$ cat src/hdl/dlt_pkg.sv
`timescale 1ns / 1ps
// Shared types, constants and arithmetic helpers of the DH link transform.
package dlt_pkg;

    localparam int CORDIC_STEPS = 16;
    localparam int ATAN_LEN = 24;
    localparam int CORDIC_N = (CORDIC_STEPS > ATAN_LEN) ? ATAN_LEN : CORDIC_STEPS;

    localparam logic signed [20:0] ANG_LIM = 21'sd411775;
    localparam logic signed [20:0] ANG_PI = 21'sd205887;
    localparam logic signed [20:0] ANG_HALF_PI = 21'sd102944;
    localparam logic signed [33:0] CORDIC_GAIN = 34'sd652032874;
    localparam logic signed [33:0] ONE_Q30 = 34'sd1073741824;

    localparam logic [2:0] REG_CONVENTION = 3'd0;
    localparam logic [2:0] REG_FREE_SELECT = 3'd1;
    localparam logic [2:0] REG_LINK_LENGTH = 3'd2;
    localparam logic [2:0] REG_LINK_TWIST = 3'd3;
    localparam logic [2:0] REG_LINK_OFFSET = 3'd4;
    localparam logic [2:0] REG_JOINT_ANGLE = 3'd5;

    localparam logic [2:0] FREE_LENGTH = 3'd1;
    localparam logic [2:0] FREE_TWIST = 3'd2;
    localparam logic [2:0] FREE_OFFSET = 3'd3;
    localparam logic [2:0] FREE_ANGLE = 3'd4;

    localparam logic [1:0] ROW_0 = 2'd0;
    localparam logic [1:0] ROW_1 = 2'd1;
    localparam logic [1:0] ROW_2 = 2'd2;

    typedef struct packed {
        logic signed [31:0] z_theta;
        logic neg_theta;
        logic signed [31:0] z_alpha;
        logic neg_alpha;
        logic signed [31:0] len;
        logic signed [31:0] offs;
        logic conv;
        logic written;
    } dlt_job_t;

    typedef struct packed {
        logic signed [33:0] x;
        logic signed [33:0] y;
        logic signed [33:0] z;
    } dlt_lane_t;

    typedef struct packed {
        dlt_lane_t th;
        logic neg_theta;
        dlt_lane_t al;
        logic neg_alpha;
        logic signed [31:0] len;
        logic signed [31:0] offs;
        logic conv;
        logic written;
    } dlt_stage_t;

    typedef struct packed {
        logic signed [31:0] st;
        logic signed [31:0] ct;
        logic signed [31:0] sa;
        logic signed [31:0] ca;
        logic signed [31:0] len;
        logic signed [31:0] offs;
        logic conv;
        logic written;
    } dlt_sc_t;

    function automatic logic signed [33:0] atan_q30(input logic [4:0] i);
        logic signed [33:0] r;
        case (i)
            5'd0: r = 34'sd843314856;
            5'd1: r = 34'sd497837829;
            5'd2: r = 34'sd263043836;
            5'd3: r = 34'sd133525158;
            5'd4: r = 34'sd67021686;
            5'd5: r = 34'sd33543515;
            5'd6: r = 34'sd16775850;
            5'd7: r = 34'sd8388437;
            5'd8: r = 34'sd4194282;
            5'd9: r = 34'sd2097149;
            5'd10: r = 34'sd1048575;
            5'd11: r = 34'sd524287;
            5'd12: r = 34'sd262143;
            5'd13: r = 34'sd131071;
            5'd14: r = 34'sd65535;
            5'd15: r = 34'sd32767;
            5'd16: r = 34'sd16383;
            5'd17: r = 34'sd8191;
            5'd18: r = 34'sd4095;
            5'd19: r = 34'sd2047;
            5'd20: r = 34'sd1023;
            5'd21: r = 34'sd511;
            5'd22: r = 34'sd255;
            5'd23: r = 34'sd127;
            default: r = 34'sd0;
        endcase
        return r;
    endfunction

    function automatic dlt_lane_t cordic_iter(input dlt_lane_t l, input logic [4:0] i);
        dlt_lane_t r;
        if (!l.z[33])
        begin
            r.x = l.x - (l.y >>> i);
            r.y = l.y + (l.x >>> i);
            r.z = l.z - atan_q30(i);
        end
        else
        begin
            r.x = l.x + (l.y >>> i);
            r.y = l.y - (l.x >>> i);
            r.z = l.z + atan_q30(i);
        end
        return r;
    endfunction

    function automatic logic signed [31:0] fix_q30(input logic signed [33:0] v,
                                                  input logic neg);
        logic signed [33:0] n;
        n = neg ? -v : v;
        if (n > ONE_Q30)
            n = ONE_Q30;
        else if (n < -ONE_Q30)
            n = -ONE_Q30;
        return n[31:0];
    endfunction

    function automatic logic signed [15:0] one14(input logic signed [31:0] v);
        logic signed [32:0] s;
        s = 33'(v) + 33'sd32768;
        return 16'(s >>> 16);
    endfunction

    function automatic logic signed [15:0] mul14(input logic signed [31:0] a,
                                                input logic signed [31:0] b);
        logic signed [63:0] p;
        p = 64'(a) * 64'(b) + (64'sd1 <<< 45);
        return 16'(p >>> 46);
    endfunction

    function automatic logic signed [31:0] sat32(input logic signed [34:0] v);
        logic signed [31:0] r;
        if (v > 35'sd2147483647)
            r = 32'sh7fffffff;
        else if (v < -35'sd2147483648)
            r = 32'sh80000000;
        else
            r = v[31:0];
        return r;
    endfunction

    function automatic logic signed [31:0] trans(input logic signed [31:0] len,
                                                input logic signed [31:0] c);
        logic signed [63:0] p;
        p = 64'(len) * 64'(c) + (64'sd1 <<< 29);
        p = p >>> 30;
        return sat32(p[34:0]);
    endfunction

    function automatic logic signed [31:0] negsat(input logic signed [31:0] v);
        return sat32(-35'(v));
    endfunction

endpackage

$ cat src/hdl/dlt_front.sv
`timescale 1ns / 1ps
// Front end: link registers, joint update and angle classification.
module dlt_front (
    input  logic clk,
    input  logic rst_n,
    input  logic cfg_we,
    input  logic [2:0] cfg_index,
    input  logic [31:0] cfg_data,
    input  logic in_valid,
    input  logic signed [31:0] joint_value,
    input  logic q_full,
    output logic accept,
    output dlt_pkg::dlt_job_t job
);

    logic conv_reg;
    logic [2:0] free_reg;
    logic signed [31:0] len_reg, len_next;
    logic signed [19:0] twist_reg, twist_next;
    logic signed [31:0] offs_reg, offs_next;
    logic signed [19:0] angle_reg, angle_next;
    logic signed [19:0] q_ang;
    logic written;

    function automatic logic [32:0] classify(input logic signed [19:0] raw);
        logic signed [20:0] a;
        logic neg;
        logic signed [31:0] z;
        a = 21'(raw);
        neg = 1'b0;
        if (a > dlt_pkg::ANG_LIM)
            a = dlt_pkg::ANG_LIM;
        else if (a < -dlt_pkg::ANG_LIM)
            a = -dlt_pkg::ANG_LIM;
        if (a > dlt_pkg::ANG_PI)
            a = a - dlt_pkg::ANG_LIM;
        if (a < -dlt_pkg::ANG_PI)
            a = a + dlt_pkg::ANG_LIM;
        if (a > dlt_pkg::ANG_HALF_PI)
        begin
            a = a - dlt_pkg::ANG_PI;
            neg = 1'b1;
        end
        else if (a < -dlt_pkg::ANG_HALF_PI)
        begin
            a = a + dlt_pkg::ANG_PI;
            neg = 1'b1;
        end
        z = 32'(a) <<< 14;
        return {z, neg};
    endfunction

    assign accept = in_valid && !q_full;

    always_comb
    begin
        if (joint_value > 32'(dlt_pkg::ANG_LIM))
            q_ang = dlt_pkg::ANG_LIM[19:0];
        else if (joint_value < -32'(dlt_pkg::ANG_LIM))
            q_ang = 20'(-dlt_pkg::ANG_LIM);
        else
            q_ang = joint_value[19:0];
        len_next = len_reg;
        twist_next = twist_reg;
        offs_next = offs_reg;
        angle_next = angle_reg;
        written = 1'b1;
        unique case (free_reg)
            dlt_pkg::FREE_LENGTH: len_next = joint_value;
            dlt_pkg::FREE_TWIST: twist_next = q_ang;
            dlt_pkg::FREE_OFFSET: offs_next = joint_value;
            dlt_pkg::FREE_ANGLE: angle_next = q_ang;
            default: written = 1'b0;
        endcase
        {job.z_theta, job.neg_theta} = classify(angle_next);
        {job.z_alpha, job.neg_alpha} = classify(twist_next);
        job.len = len_next;
        job.offs = offs_next;
        job.conv = conv_reg;
        job.written = written;
    end

    always_ff @(posedge clk or negedge rst_n)
    begin
        if (!rst_n)
        begin
            conv_reg <= 1'b1;
            free_reg <= 3'd0;
            len_reg <= '0;
            twist_reg <= '0;
            offs_reg <= '0;
            angle_reg <= '0;
        end
        else if (cfg_we)
        begin
            unique case (cfg_index)
                dlt_pkg::REG_CONVENTION: conv_reg <= cfg_data[0];
                dlt_pkg::REG_FREE_SELECT: free_reg <= cfg_data[2:0];
                dlt_pkg::REG_LINK_LENGTH: len_reg <= cfg_data;
                dlt_pkg::REG_LINK_TWIST: twist_reg <= cfg_data[19:0];
                dlt_pkg::REG_LINK_OFFSET: offs_reg <= cfg_data;
                dlt_pkg::REG_JOINT_ANGLE: angle_reg <= cfg_data[19:0];
                default: ;
            endcase
        end
        else if (accept)
        begin
            len_reg <= len_next;
            twist_reg <= twist_next;
            offs_reg <= offs_next;
            angle_reg <= angle_next;
        end
    end

endmodule

$ cat config.mk
export PLATFORM = sky130hd
export DESIGN_NAME = dlt_front
export DESIGN_NICKNAME = d
export VERILOG_FILES = /design/src/hdl/dlt_pkg.sv /design/src/hdl/dlt_front.sv
export SDC_FILE = /design/constraint.sdc
export NUM_CORES = 1
export LEC_CHECK = 0
export ABC_CLOCK_PERIOD_IN_PS = 9900
export BUFFER_PORTS_ARGS = -buffer_cell sky130_fd_sc_hd__buf_2
export CAP_MARGIN = 5
export CORE_UTILIZATION = 55
export CTS_CLUSTER_SIZE = 16
export DETAILED_ROUTE_END_ITERATION = 8
export HOLD_SLACK_MARGIN = 0.03
export PLACE_DENSITY_LB_ADDON = 0.05
export SETUP_SLACK_MARGIN = 0.02
export SKIP_CTS_REPAIR_TIMING = 1
export SLEW_MARGIN = 40
export SYNTH_ARGS = -nofsm -noshare
export SYNTH_HDL_FRONTEND = slang
export SYNTH_SLANG_ARGS = --single-unit
export TNS_END_PERCENT = 30
$ cat constraint.sdc
create_clock -name clk -period 9.9 [get_ports clk]
set_input_delay 0.495 -clock clk [delete_from_list [all_inputs] [get_ports clk]]
set_output_delay 0.495 -clock clk [all_outputs]
set_load 0.01 [all_outputs]
==> impl_metrics.py <==
metrics = {
    "run_status": {
        "outcome": "completed",
    },
    "setup_path": {
        "worstReg2RegStart": "free_reg[1]$_DFFE_PN0P_",
        "path_common_cell": "buf_4",
        "critical-path-max-stage-delay_ns": 0.55,
        "cp_max_fo": 26,
        "worstSetupStartpointType": "input pin",
        "end_kind": "output port",
        "required_ns": 9.41,
        "crit_type": "input pin to output port",
        "setup.worst_path.start": "joint_value[9]",
        "worstPathArrival_ns": 9.05,
        "worst_path_max_delay_cell": "or4_4",
    },
    "grt": {
        "grt_pass1_wl_mm": 79.36,
        "grt_max_degree": 76,
        "grt_pass1_vias": 14440,
        "antenna_found_initial": 0,
        "grt-ovfl-total": 0,
        "grt.total_usage_pct": 38.60,
    },
    "timing": {
        "fmax_mhz": 104.8,
        "tightest_slew_ns": 0.8581,
        "drv_slew": 0,
        "finalSetupViolCount": 0,
        "hold_viol": 0,
        "min_period_over_period_pct": 96.39,
        "rsz0062_at_grt": "false",
        "min_period_ns": 9.543,
        "slew_headroom_pct": 42.59,
        "finClkSkew_ns": 0.005836,
    },
    "synthesis": {
        "synth.avg_cell_area_um2": 7.294,
        "ys_warn_count": 0,
        "synth_area_um2": 13640,
        "synth.distinct_cells": 108,
        "synth_flop_cell": "dfrtp_1",
        "yosys-top-cells-count": "o21ai_0 (224), nand2_1 (206), nor2_1 (181), a21oi_1 (123), dfrtp_1 (107)",
        "seq_area_frac_synth_pct": 19.82,
        "synth_area_leaders": "dfrtp_1 (20%), o21ai_0 (8.2%), nand2_1 (5.7%)",
        "synthArstFlopShare_pct": 100.0,
        "synth-edff-count": 0,
        "netlist_instances": 1870,
        "ys_ff_latch": 108,
        "yosysMostFrequentCell": "o21ai_0",
        "yosys.area.top_type": "dfrtp_1",
        "netlist.area_leader.share_pct": 19.63,
    },
    "min_path": {
        "hold_path.class": "input pin to asynchronous set/reset pin",
    },
    "cells_and_area": {
        "final-instance-count-excl-fill": 2375,
        "antenna_cells": 0,
        "post_route_cells_drive_above_1_share_pct": 23.99,
        "area_delta_synth_final_pct": 15.44,
        "fin_nets": 2128,
    },
    "placed_design": {
        "post-dp-hpwl_mm": 38.22,
        "io_buffer_count": 176,
        "gp_congestion": 1.017,
        "dp.cells": 2349,
    },
    "clock_tree": {
        "cts_tree": "done",
        "clock_latency_ns": 0.36,
        "h-tree-depth": 3,
        "clockBufferDepth": 2,
        "cts_inserted_buffers": 9,
        "clkTransAtPathRegs_ns": 0.08,
        "clockRootBuffer": "clkbuf_16",
        "cts.sinks": 108,
    },
    "routing": {
        "drt-vias-per-instance": 6.691,
        "drtIter0Drc": 2007,
        "drtPass1Iterations": 6,
        "num_vias": 15890,
        "wl_mm": 50.58,
        "ant_nets": 0,
        "drc": 0,
        "post_drt_wl_per_cell_um": 21.30,
    },
    "die": {
        "start_util_pct": 56.08,
        "die-height_um": 159.5,
        "die_w_um": 159.5,
        "rows": 57,
        "ios": 205,
        "dieArea_um2": 25430,
        "core_um2": 24320,
    },
    "run": {
        "drv_cap": 0,
    },
}
[path summary, 6_finish.rpt]
| kind | cells after the start | endpoint | slack [ns] |
|---|---|---|---|
| worst min-delay path | 1 | len_reg[14]$_DFFE_PN0P_ | 0.07 |
| min in group clk | 2 | free_reg[2]$_DFFE_PN0P_ | 0.42 |
| max in group asynchronous | 2 | angle_reg[1]$_DFFE_PN0P_ | 8.74 |
| worst max-delay path | 34 | job[117] | 0.36 |
| worst max register to register | 6 | twist_reg[14]$_DFFE_PN0P_ | 7.40 |
| worst min register to register | 2 | offs_reg[27]$_DFFE_PN0P_ | 0.48 |
[metrics by stage]
step / setup slack [ns] / hold WS, ns / util [%] / area [um^2] / setup TNS, ns
floorplan: 0.5365 / 0.1994 / - / 13740 / 0
global placement: 0.08480 / 0.4557 / 62.08 / 15100 / 0
detailed placement: 0.04131 / 0.4662 / 62.23 / 15130 / 0
CTS: -0.03432 / 0.09347 / 63.47 / 15430 / -0.05946
global route: 0.01653 / 0.1087 / 64.74 / 15750 / 0
finish: 0.3575 / 0.06626 / 64.74 / 15750 / 0
[worst max-delay path, delay by kind of cell]
kind	cells	cell delay (ns)
adder cells (fa/ha/maj)	1	0.35
XOR/XNOR	1	0.15
AND/OR/NAND/NOR	7	1.99
buffers and inverters	7	1.47
AO/OA/AOI/OAI	18	4.57
[kinds of logic (layout without fill, tap and decap cells)]
family / after synthesis / after routing / share of synthesized area [%]
DFF: 108 / 108 / 19.82
buffers and inverters: 182 / 336 / 6.174
other: 1 / 28 / 0.02749
xor gates and xnor gates: 90 / 90 / 6.109
AOI/OAI and AO/OA: 706 / 706 / 35.39
adders and majority gates: 10 / 10 / 0.9173
muxes: 83 / 83 / 6.706
and+or+nand+nor: 690 / 690 / 24.85
[cell usage in the layout, fill, tap and decap left out, types with 9 or more instances in the layout]
cell type  count
buf_2        174
or2_2         15
buf_4        108
xor2_1        23
and3_1        17
nand2_1      206
nor2_1       180
mux2i_1       15
o21a_1        13
a211oi_1      21
nor3_1        45
nand4_1       27
or4_1         11
nand3_1       25
xnor2_1       61
nand2b_1      45
dfrtp_1      107
a21oi_1      119
clkbuf_16      9
and2_1        23
o21ai_0      221
o31ai_1       24
o22ai_1       28
a31o_2        12
a31oi_1       22
ha_1          10
o21ai_1       10
or3_1         14
o211ai_1      28
a211o_1       10
inv_1         35
nor4_1        20
mux2_2        67
conb_1        28
[metal layers]
layer  GRT usage [%]  up-vias  share of wire (%)
met2           59.37      897                 44
li1                -     7334                  -
met1           54.79     7522                 43
met4           11.06        2                3.0
met5           1.326        -              0.087
met3           7.085      135                 10
[cell type report]
cell class                 instances  area (um^2)
clock inverter                     6        62.56
fill                            2262         8574
sequential                       108         2704
multi-input combinational       1607        10480
clock buffer                      10        239.0
timing repair buffer             285         1724
tap                              324        405.4
inverter                          35        131.4
Power is left out: the tool's default activity adds up to more than one toggle a clock period on the data nets, which glitch-free logic cannot reach.
