### config.mk
export PLATFORM = sky130hd
export DESIGN_NAME = dlt_queue
export DESIGN_NICKNAME = d
export VERILOG_FILES = /design/src/hdl/dlt_pkg.sv /design/src/hdl/dlt_queue.sv
export SDC_FILE = /design/constraint.sdc
export NUM_CORES = 1
export LEC_CHECK = 0
export BUFFER_PORTS_ARGS = -buffer_cell sky130_fd_sc_hd__buf_4
export CAP_MARGIN = 10
export CORE_UTILIZATION = 52
export DETAILED_ROUTE_END_ITERATION = 6
export PLACE_DENSITY = 0.83
export RECOVER_POWER = 50
export SETUP_SLACK_MARGIN = 0.3
export SLEW_MARGIN = 20
export SYNTH_ARGS = -nofsm -noshare
export SYNTH_HDL_FRONTEND = slang
export SYNTH_SLANG_ARGS = --single-unit
### constraint.sdc
create_clock -name clk -period 7.6 [get_ports clk]
set_input_delay 2.28 -clock clk [delete_from_list [all_inputs] [get_ports clk]]
set_output_delay 2.28 -clock clk [all_outputs]
set_load 0.005 [all_outputs]
### src/hdl/dlt_pkg.sv
`timescale 1ns / 1ps
// Shared types, constants and arithmetic helpers of the DH link transform.
package dlt_pkg;

    localparam int CORDIC_STEPS = 16;
    localparam int ATAN_LEN = 24;
    localparam int CORDIC_N = (CORDIC_STEPS > ATAN_LEN) ? ATAN_LEN : CORDIC_STEPS;

    localparam logic signed [20:0] ANG_LIM = 21'sd411775;
    localparam logic signed [20:0] ANG_PI = 21'sd205887;
    localparam logic signed [20:0] ANG_HALF_PI = 21'sd102944;
    localparam logic signed [33:0] CORDIC_GAIN = 34'sd652032874;
    localparam logic signed [33:0] ONE_Q30 = 34'sd1073741824;

    localparam logic [2:0] REG_CONVENTION = 3'd0;
    localparam logic [2:0] REG_FREE_SELECT = 3'd1;
    localparam logic [2:0] REG_LINK_LENGTH = 3'd2;
    localparam logic [2:0] REG_LINK_TWIST = 3'd3;
    localparam logic [2:0] REG_LINK_OFFSET = 3'd4;
    localparam logic [2:0] REG_JOINT_ANGLE = 3'd5;

    localparam logic [2:0] FREE_LENGTH = 3'd1;
    localparam logic [2:0] FREE_TWIST = 3'd2;
    localparam logic [2:0] FREE_OFFSET = 3'd3;
    localparam logic [2:0] FREE_ANGLE = 3'd4;

    localparam logic [1:0] ROW_0 = 2'd0;
    localparam logic [1:0] ROW_1 = 2'd1;
    localparam logic [1:0] ROW_2 = 2'd2;

    typedef struct packed {
        logic signed [31:0] z_theta;
        logic neg_theta;
        logic signed [31:0] z_alpha;
        logic neg_alpha;
        logic signed [31:0] len;
        logic signed [31:0] offs;
        logic conv;
        logic written;
    } dlt_job_t;

    typedef struct packed {
        logic signed [33:0] x;
        logic signed [33:0] y;
        logic signed [33:0] z;
    } dlt_lane_t;

    typedef struct packed {
        dlt_lane_t th;
        logic neg_theta;
        dlt_lane_t al;
        logic neg_alpha;
        logic signed [31:0] len;
        logic signed [31:0] offs;
        logic conv;
        logic written;
    } dlt_stage_t;

    typedef struct packed {
        logic signed [31:0] st;
        logic signed [31:0] ct;
        logic signed [31:0] sa;
        logic signed [31:0] ca;
        logic signed [31:0] len;
        logic signed [31:0] offs;
        logic conv;
        logic written;
    } dlt_sc_t;

    function automatic logic signed [33:0] atan_q30(input logic [4:0] i);
        logic signed [33:0] r;
        case (i)
            5'd0: r = 34'sd843314856;
            5'd1: r = 34'sd497837829;
            5'd2: r = 34'sd263043836;
            5'd3: r = 34'sd133525158;
            5'd4: r = 34'sd67021686;
            5'd5: r = 34'sd33543515;
            5'd6: r = 34'sd16775850;
            5'd7: r = 34'sd8388437;
            5'd8: r = 34'sd4194282;
            5'd9: r = 34'sd2097149;
            5'd10: r = 34'sd1048575;
            5'd11: r = 34'sd524287;
            5'd12: r = 34'sd262143;
            5'd13: r = 34'sd131071;
            5'd14: r = 34'sd65535;
            5'd15: r = 34'sd32767;
            5'd16: r = 34'sd16383;
            5'd17: r = 34'sd8191;
            5'd18: r = 34'sd4095;
            5'd19: r = 34'sd2047;
            5'd20: r = 34'sd1023;
            5'd21: r = 34'sd511;
            5'd22: r = 34'sd255;
            5'd23: r = 34'sd127;
            default: r = 34'sd0;
        endcase
        return r;
    endfunction

    function automatic dlt_lane_t cordic_iter(input dlt_lane_t l, input logic [4:0] i);
        dlt_lane_t r;
        if (!l.z[33])
        begin
            r.x = l.x - (l.y >>> i);
            r.y = l.y + (l.x >>> i);
            r.z = l.z - atan_q30(i);
        end
        else
        begin
            r.x = l.x + (l.y >>> i);
            r.y = l.y - (l.x >>> i);
            r.z = l.z + atan_q30(i);
        end
        return r;
    endfunction

    function automatic logic signed [31:0] fix_q30(input logic signed [33:0] v,
                                                  input logic neg);
        logic signed [33:0] n;
        n = neg ? -v : v;
        if (n > ONE_Q30)
            n = ONE_Q30;
        else if (n < -ONE_Q30)
            n = -ONE_Q30;
        return n[31:0];
    endfunction

    function automatic logic signed [15:0] one14(input logic signed [31:0] v);
        logic signed [32:0] s;
        s = 33'(v) + 33'sd32768;
        return 16'(s >>> 16);
    endfunction

    function automatic logic signed [15:0] mul14(input logic signed [31:0] a,
                                                input logic signed [31:0] b);
        logic signed [63:0] p;
        p = 64'(a) * 64'(b) + (64'sd1 <<< 45);
        return 16'(p >>> 46);
    endfunction

    function automatic logic signed [31:0] sat32(input logic signed [34:0] v);
        logic signed [31:0] r;
        if (v > 35'sd2147483647)
            r = 32'sh7fffffff;
        else if (v < -35'sd2147483648)
            r = 32'sh80000000;
        else
            r = v[31:0];
        return r;
    endfunction

    function automatic logic signed [31:0] trans(input logic signed [31:0] len,
                                                input logic signed [31:0] c);
        logic signed [63:0] p;
        p = 64'(len) * 64'(c) + (64'sd1 <<< 29);
        p = p >>> 30;
        return sat32(p[34:0]);
    endfunction

    function automatic logic signed [31:0] negsat(input logic signed [31:0] v);
        return sat32(-35'(v));
    endfunction

endpackage

### src/hdl/dlt_queue.sv
`timescale 1ns / 1ps
// Two-entry request queue between the front end and the back end.
module dlt_queue (
    input  logic clk,
    input  logic rst_n,
    input  logic push,
    input  dlt_pkg::dlt_job_t push_data,
    input  logic pop,
    output logic full,
    output logic avail,
    output dlt_pkg::dlt_job_t pop_data
);

    dlt_pkg::dlt_job_t mem_reg [0:1];
    logic wr_reg, rd_reg;
    logic [1:0] count_reg;
    logic do_pop;

    assign full = (count_reg == 2'd2);
    assign avail = (count_reg != 2'd0);
    assign pop_data = mem_reg[rd_reg];
    assign do_pop = pop && avail;

    always_ff @(posedge clk)
    begin
        if (push)
            mem_reg[wr_reg] <= push_data;
    end

    always_ff @(posedge clk or negedge rst_n)
    begin
        if (!rst_n)
        begin
            wr_reg <= 1'b0;
            rd_reg <= 1'b0;
            count_reg <= 2'd0;
        end
        else
        begin
            if (push)
                wr_reg <= !wr_reg;
            if (do_pop)
                rd_reg <= !rd_reg;
            count_reg <= count_reg + 2'(push) - 2'(do_pop);
        end
    end

endmodule

==> results of run 1 <==
## cell families (layout without fill, tap and decap cells)
| logic type | after synthesis | count (layout) |
|---|---|---|
| buffers and inverters | 17 | 322 |
| DFF | 268 | 268 |
| muxes | 132 | 132 |
| adders and majority gates | 2 | 2 |
| and+or+nand+nor | 4 | 4 |
| xor gates and xnor gates | 4 | 4 |
| AOI/OAI and AO/OA | 1 | 1 |
## power breakdown
group | internal [mW] | leakage [nW] | switching [mW]
registers | 1.97 | 2.52 | 0.155
logic | 0.828 | 1.99 | 0.545
clock network | 0.733 | 0.403 | 0.497
## layout make-up
cell class	count	area, um^2
inverter	2	7.51
multi-input combinational	143	1840
clock buffer	43	786
sequential	268	8030
timing repair buffer	273	1870
clock inverter	4	42.5
tap	234	293
fill	1235	5890
## worst max-delay path, cell delays in order (launching register included)
cell and delay, ps:
dfrtp_4 1100, buf_12 470, mux2_2 400, buf_4 140
## routing by layer
metal / vias up / global-route usage, %
met5: - / 0
met1: 2511 / 22.2
li1: 2286 / -
met2: 217 / 33.2
met3: 41 / 5.50
met4: 0 / 5.78
## placed cells by master, fill, tap and decap left out, drive strengths merged
cell type	n
buf	137
nor2b	2
xor2	2
inv	2
and2	1
bufinv	1
xnor2	2
mux2	132
edfxtp	264
clkinv	3
clkbuf	179
or2	1
ha	2
o21a	1
dfrtp	4
## how the worst max path moves through the flow
| stage | endpoint | start | slack [ps] | cells after the start |
|---|---|---|---|---|
| after detailed placement | pop_data[43] | rd_reg$_DFFE_PN0P_ | 3100 | 3 |
| after global placement | pop_data[47] | rd_reg$_DFFE_PN0P_ | 3170 | 3 |
| final | pop_data[46] | rd_reg$_DFFE_PN0P_ | 2550 | 3 |
| after floorplan | mem_reg[0][0]$_DFFE_PP_ | push | 1440 | 1 |
| after CTS | pop_data[43] | rd_reg$_DFFE_PN0P_ | 2550 | 3 |
| after global routing | mem_reg[0][104]$_DFFE_PP_ | push | 2400 | 3 |
## through the flow
step	utilization, %	power, mW
after floorplan	-	2.93
after global placement	65.2	3.50
after detailed placement	65.2	3.56
after CTS	69.7	4.80
after global routing	68.6	4.93
final	68.6	4.73
==> flow_summary_export.csv, run 1 <==
group,metric,value,unit
timing,slew-limit-headroom,-114,%
grt,grt_max_degree,77,
setup_path,end_kind,"primary output",
die,die_h,141,um
clock_network,clkSinkCount,268,
clock_network,clockRootBuffer,"clkbuf_16",
synth,yosysWarnings,0,
timing,tns,0,ps
routing,ant_nets,0,
die,initial_core_util,53.3,%
synth,ys_types,14,
clock_network,cts_tree,"yes",
placed_design,place_congestion,0.753,
placed_design,place_hpwl,12.7,mm
clock_network,cts_resized,0,
status,violations,"max-capacitance violations, max-slew violations",
synth,synth_top_area_share,79.2,%
pwr,ir_worst_vdd,252,uV
synth,async_flop_share,1.49,%
worst_hold_path,hp-start,"wr_reg$_DFFE_PN0P_",
synth,synth_fa_ha_area_share,0.250,%
synth,syn_nets,566,
routing,vias_per_cell,5.23,
placed_design,dp_slack,3100,ps
timing,period_minus_slack,5050,ps
synth,synthCells,428,
worst_hold_path,hold_depth,1,
final_layout,num_antenna_cells,0,
setup_path,rr_endpoint,"mem_reg[0][104]$_DFFE_PP_",
synth,yosysSeqAreaShare,80.2,%
routing,topRoutingLayerUsed,"met4",
timing,tightest_slew,3210,ps
setup_path,r2r_cells,2,
synth,syn-cell-area,10000,um^2
clock_network,clkLatencyLatePin,520,ps
timing,hold_violations,0,
synth,synth_top_family_by_area,"multiplexers",
routing,wl_per_cell,19.7,um
synth,synth_common_cells,"edfxtp_1, mux2_4, mux2_2",
synth,synth_ff_type,"edfxtp_1",
setup_path,timing.rr.start,"wr_reg$_DFFE_PN0P_",
timing,final.setup.worst_slack,2550,ps
routing,drc,0,
placed_design,place.port_buffers,269,
routing,met1_length,7.35,mm
synth,synth-xor-area-share,0.350,%
grt,grt_pass1_vias,5270,
worst_hold_path,hold_class,"reg2reg",
die,fp.dieW,141,um
setup_path,cp_max_fo,68,
timing,setup_viol,0,
timing,rsz0062_at_grt,"no",
grt,grt_antenna_before_repair,0,
setup_path,required,5320,ps
synth,synth-seq-cells,268,
status,status,"finished, violations left",
clock_network,htreeDepth,1,
timing,whs,497,ps
setup_path,startpoint_type,"flip-flop",
die,pin_count,270,
die,core,18800,um^2
setup_path,crit_type,"reg2out",
clock_network,cts_setup_buffers,0,
final_layout,syn_to_final_growth,28.7,%
timing,fin_crit_sh,66.4,%
synth,synth.most_common_cell,"edfxtp_1",
final_layout,nNetsFinal,852,
synth,synth-edff-count,264,
grt,grt_pass1_wl,28.2,mm
setup_path,regToRegSetupSlack,4260,ps
routing,met3_wirelength,1.61,mm
clock_network,cts_max_path_buffers,3,
timing,drv_slew,57,
clock_network,clk_pin_slew,60,ps
clock_network,cts_buffers,26,
clock_network,cts-hold-fix-buffers,0,
final_layout,final_cells,967,
synth,synth_compound_area_share,0.0750,%
routing,routed-wl-met2,9.67,mm
synth,avgSynthCellArea,23.4,um^2
grt,grt-ovfl-total,0,
routing,wirelength,19.1,mm
final_layout,final_area,12900,um^2
routing,vias,5055,
synth,synth-simple-area-share,0.250,%
placed_design,placed_cells,920,
die,std_cell_rows,50,
final_layout,largest_reg_flops,264,
final_layout,drive_gt1_share,53.5,%
pwr,p_per_area,367,nW/um^2
placed_design,dpl_cell_area,12200,um^2
grt,track_usage,18.8,%
synth,synthMuxAreaShare,17.5,%
die,die_area,19800,um^2
worst_hold_path,min_to,"wr_reg$_DFFE_PN0P_",
synth,yosysTopAreaCell,"edfxtp_1",
routing,first_pass_iters,4,
run,max_cap_viol_count,1,
routing,dr.first_iter.drc_count,206,
pwr,power_leakage,4.91,nW
setup_path,cp.arrival,2770,ps
timing,fmax,198,MHz
timing,fin_skew,14.1,ps
synth,synthTopCellsByArea,"edfxtp_1, mux2_4, mux2_2",
(Power assumes the default switching activity.)
==> run 2, diff against run 1 <==
CORE_UTILIZATION = 47   (was 52)
PLACE_DENSITY = 0.8   (was 0.83)
clock period = 4.5 ns   (was 7.6 ns; I/O delays follow)
==> run 2 against run 1 <==
The run now ends clean. Global-route usage is 1.6 points lower. Core utilization is 6.7 points lower. Combinational power is 81% higher. Final area is 0.71% higher. Largest cell class unchanged. Highest routed layer unchanged.
==> flow_summary_export.csv, run 2 (same netlist as run 1, synthesis figures left out) <==
group,metric,value,unit
final_layout,syn_to_final_growth,29.6,%
clock_network,clkSinkCount,268,
placed_design,dpl_cell_area,12300,um^2
setup_path,end_kind,"primary output",
final_layout,nNetsFinal,853,
die,std_cell_rows,53,
routing,met1_length,7.12,mm
setup_path,required,3150,ps
worst_hold_path,min_to,"wr_reg$_DFFE_PN0P_",
setup_path,path_buf_inv,2,
routing,vias,4997,
clock_network,cts_setup_buffers,0,
final_layout,final_common_cell,"edfxtp_1",
setup_path,cp_max_fo,133,
routing,met3_wirelength,1.41,mm
final_layout,drive_gt1_share,54.4,%
final_layout,nFillCells,1479,
setup_path,regToRegSetupSlack,2140,ps
grt,grt_pass1_vias,5377,
timing,whs,554,ps
clock_network,clkLatencyLatePin,510,ps
timing,setup_viol,0,
worst_hold_path,hp-start,"wr_reg$_DFFE_PN0P_",
clock_network,clk_pin_slew,60,ps
clock_network,cts_resized,0,
timing,fin_skew,5.04,ps
setup_path,slowest_delay,480,ps
setup_path,cp_slowest_cell,"buf_12",
die,core,21000,um^2
grt,grt_pass1_wl,28.8,mm
timing,fin_crit_sh,80.6,%
grt,grt_antenna_before_repair,0,
final_layout,final_cells,1005,
placed_design,place.port_buffers,269,
run,max_cap_viol_count,0,
setup_path,startpoint_type,"flip-flop",
die,initial_core_util,47.8,%
final_layout,final_area,13000,um^2
clock_network,cts_max_path_buffers,3,
setup_path,crit_family,"buffers and inverters",
final_layout,finalCoreUtilization,61.9,%
routing,drc,0,
placed_design,dp_slack,1490,ps
pwr,power_leakage,4.94,nW
pwr,p_total,8.01,mW
timing,tightest_slew,1110,ps
grt,grt-ovfl-total,0,
setup_path,r2r_cells,2,
setup_path,cp.arrival,2280,ps
routing,routed-wl-met2,10.2,mm
routing,dr.first_iter.drc_count,221,
pwr,ir_worst_vdd,557,uV
setup_path,path_cells,"buf_12 > mux2_2 > buf_4",
pwr,p_per_area,618,nW/um^2
placed_design,place_congestion,0.771,
final_layout,final-seq-area,8030,um^2
final_layout,multiInputGateArea,1850,um^2
routing,wl_per_cell,19.0,um
timing,hold_violations,0,
die,die_h,148,um
timing,tns,0,ps
grt,grt_max_degree,134,
die,die_area,21900,um^2
die,pin_count,270,
timing,final.setup.worst_slack,875,ps
routing,ant_nets,0,
grt,track_usage,17.1,%
clock_network,clockRootBuffer,"clkbuf_16",
timing,rsz0062_at_grt,"no",
setup_path,timing.rr.start,"wr_reg$_DFFE_PN0P_",
clock_network,cts_tree,"yes",
routing,vias_per_cell,4.97,
worst_hold_path,hold_depth,1,
placed_design,place_hpwl,12.5,mm
final_layout,final_cell_mix,"edfxtp_1, buf_4, clkbuf_4",
die,fp.dieW,148,um
setup_path,rr_endpoint,"mem_reg[1][75]$_DFFE_PP_",
placed_design,placed_cells,961,
timing,period_minus_slack,3630,ps
clock_network,cts_buffers,27,
routing,first_pass_iters,7,
worst_hold_path,hold_class,"reg2reg",
status,status,"finished clean",
clock_network,htreeDepth,1,
clock_network,cts-hold-fix-buffers,0,
final_layout,largest_reg_flops,264,
final_layout,num_antenna_cells,0,
routing,wirelength,19.1,mm
routing,topRoutingLayerUsed,"met4",
setup_path,crit_type,"reg2out",
timing,drv_slew,0,
timing,fmax,276,MHz
timing,slew-limit-headroom,25.7,%
[run 2: cell count changes in the layout (fill, tap and decap cells not counted), moves of 2 or more]
cell      change
clkinv_2      +3
clkbuf_8      -2
buf_12        +2
clkinv_1      -2
clkbuf_1      -6
clkbuf_4      +2
[run 2: power breakdown]
part,switching (mW),internal [mW],total (mW)
Sequential,0.123,3.32,3.44
Combinational,1.05,1.43,2.48
Clock,0.836,1.26,2.09
Total,2.01,6.00,8.01
[run 2: cell type report]
cell class / count / area share, %
repair buffers: 273 / 14.7
well taps: 275 / 2.65
inverters: 2 / 0.0579
multi-input cells: 143 / 14.3
clock inverters: 6 / 0.617
flip-flops and latches: 268 / 61.9
clock buffers: 38 / 5.76
[run 2: how the worst max path moves through the flow]
stage	start	end	slack, ps	cells past startpoint
2_1_floorplan	push	mem_reg[0][0]$_DFFE_PP_	730	1
3_3_place_gp	rd_reg$_DFFE_PN0P_	pop_data[40]	1500	3
3_5_place_dp	rd_reg$_DFFE_PN0P_	pop_data[17]	1490	3
4_1_cts	rd_reg$_DFFE_PN0P_	pop_data[9]	920	3
5_1_grt	rd_reg$_DFFE_PN0P_	pop_data[9]	850	3
6_report	rd_reg$_DFFE_PN0P_	pop_data[17]	870	3
[run 2: metal layers]
layer | track usage (%) | vias to the layer above
met2 | 31.5 | 198
li1 | - | 2270
met3 | 4.14 | 26
met4 | 4.69 | 0
met1 | 19.9 | 2503
met5 | 0 | -
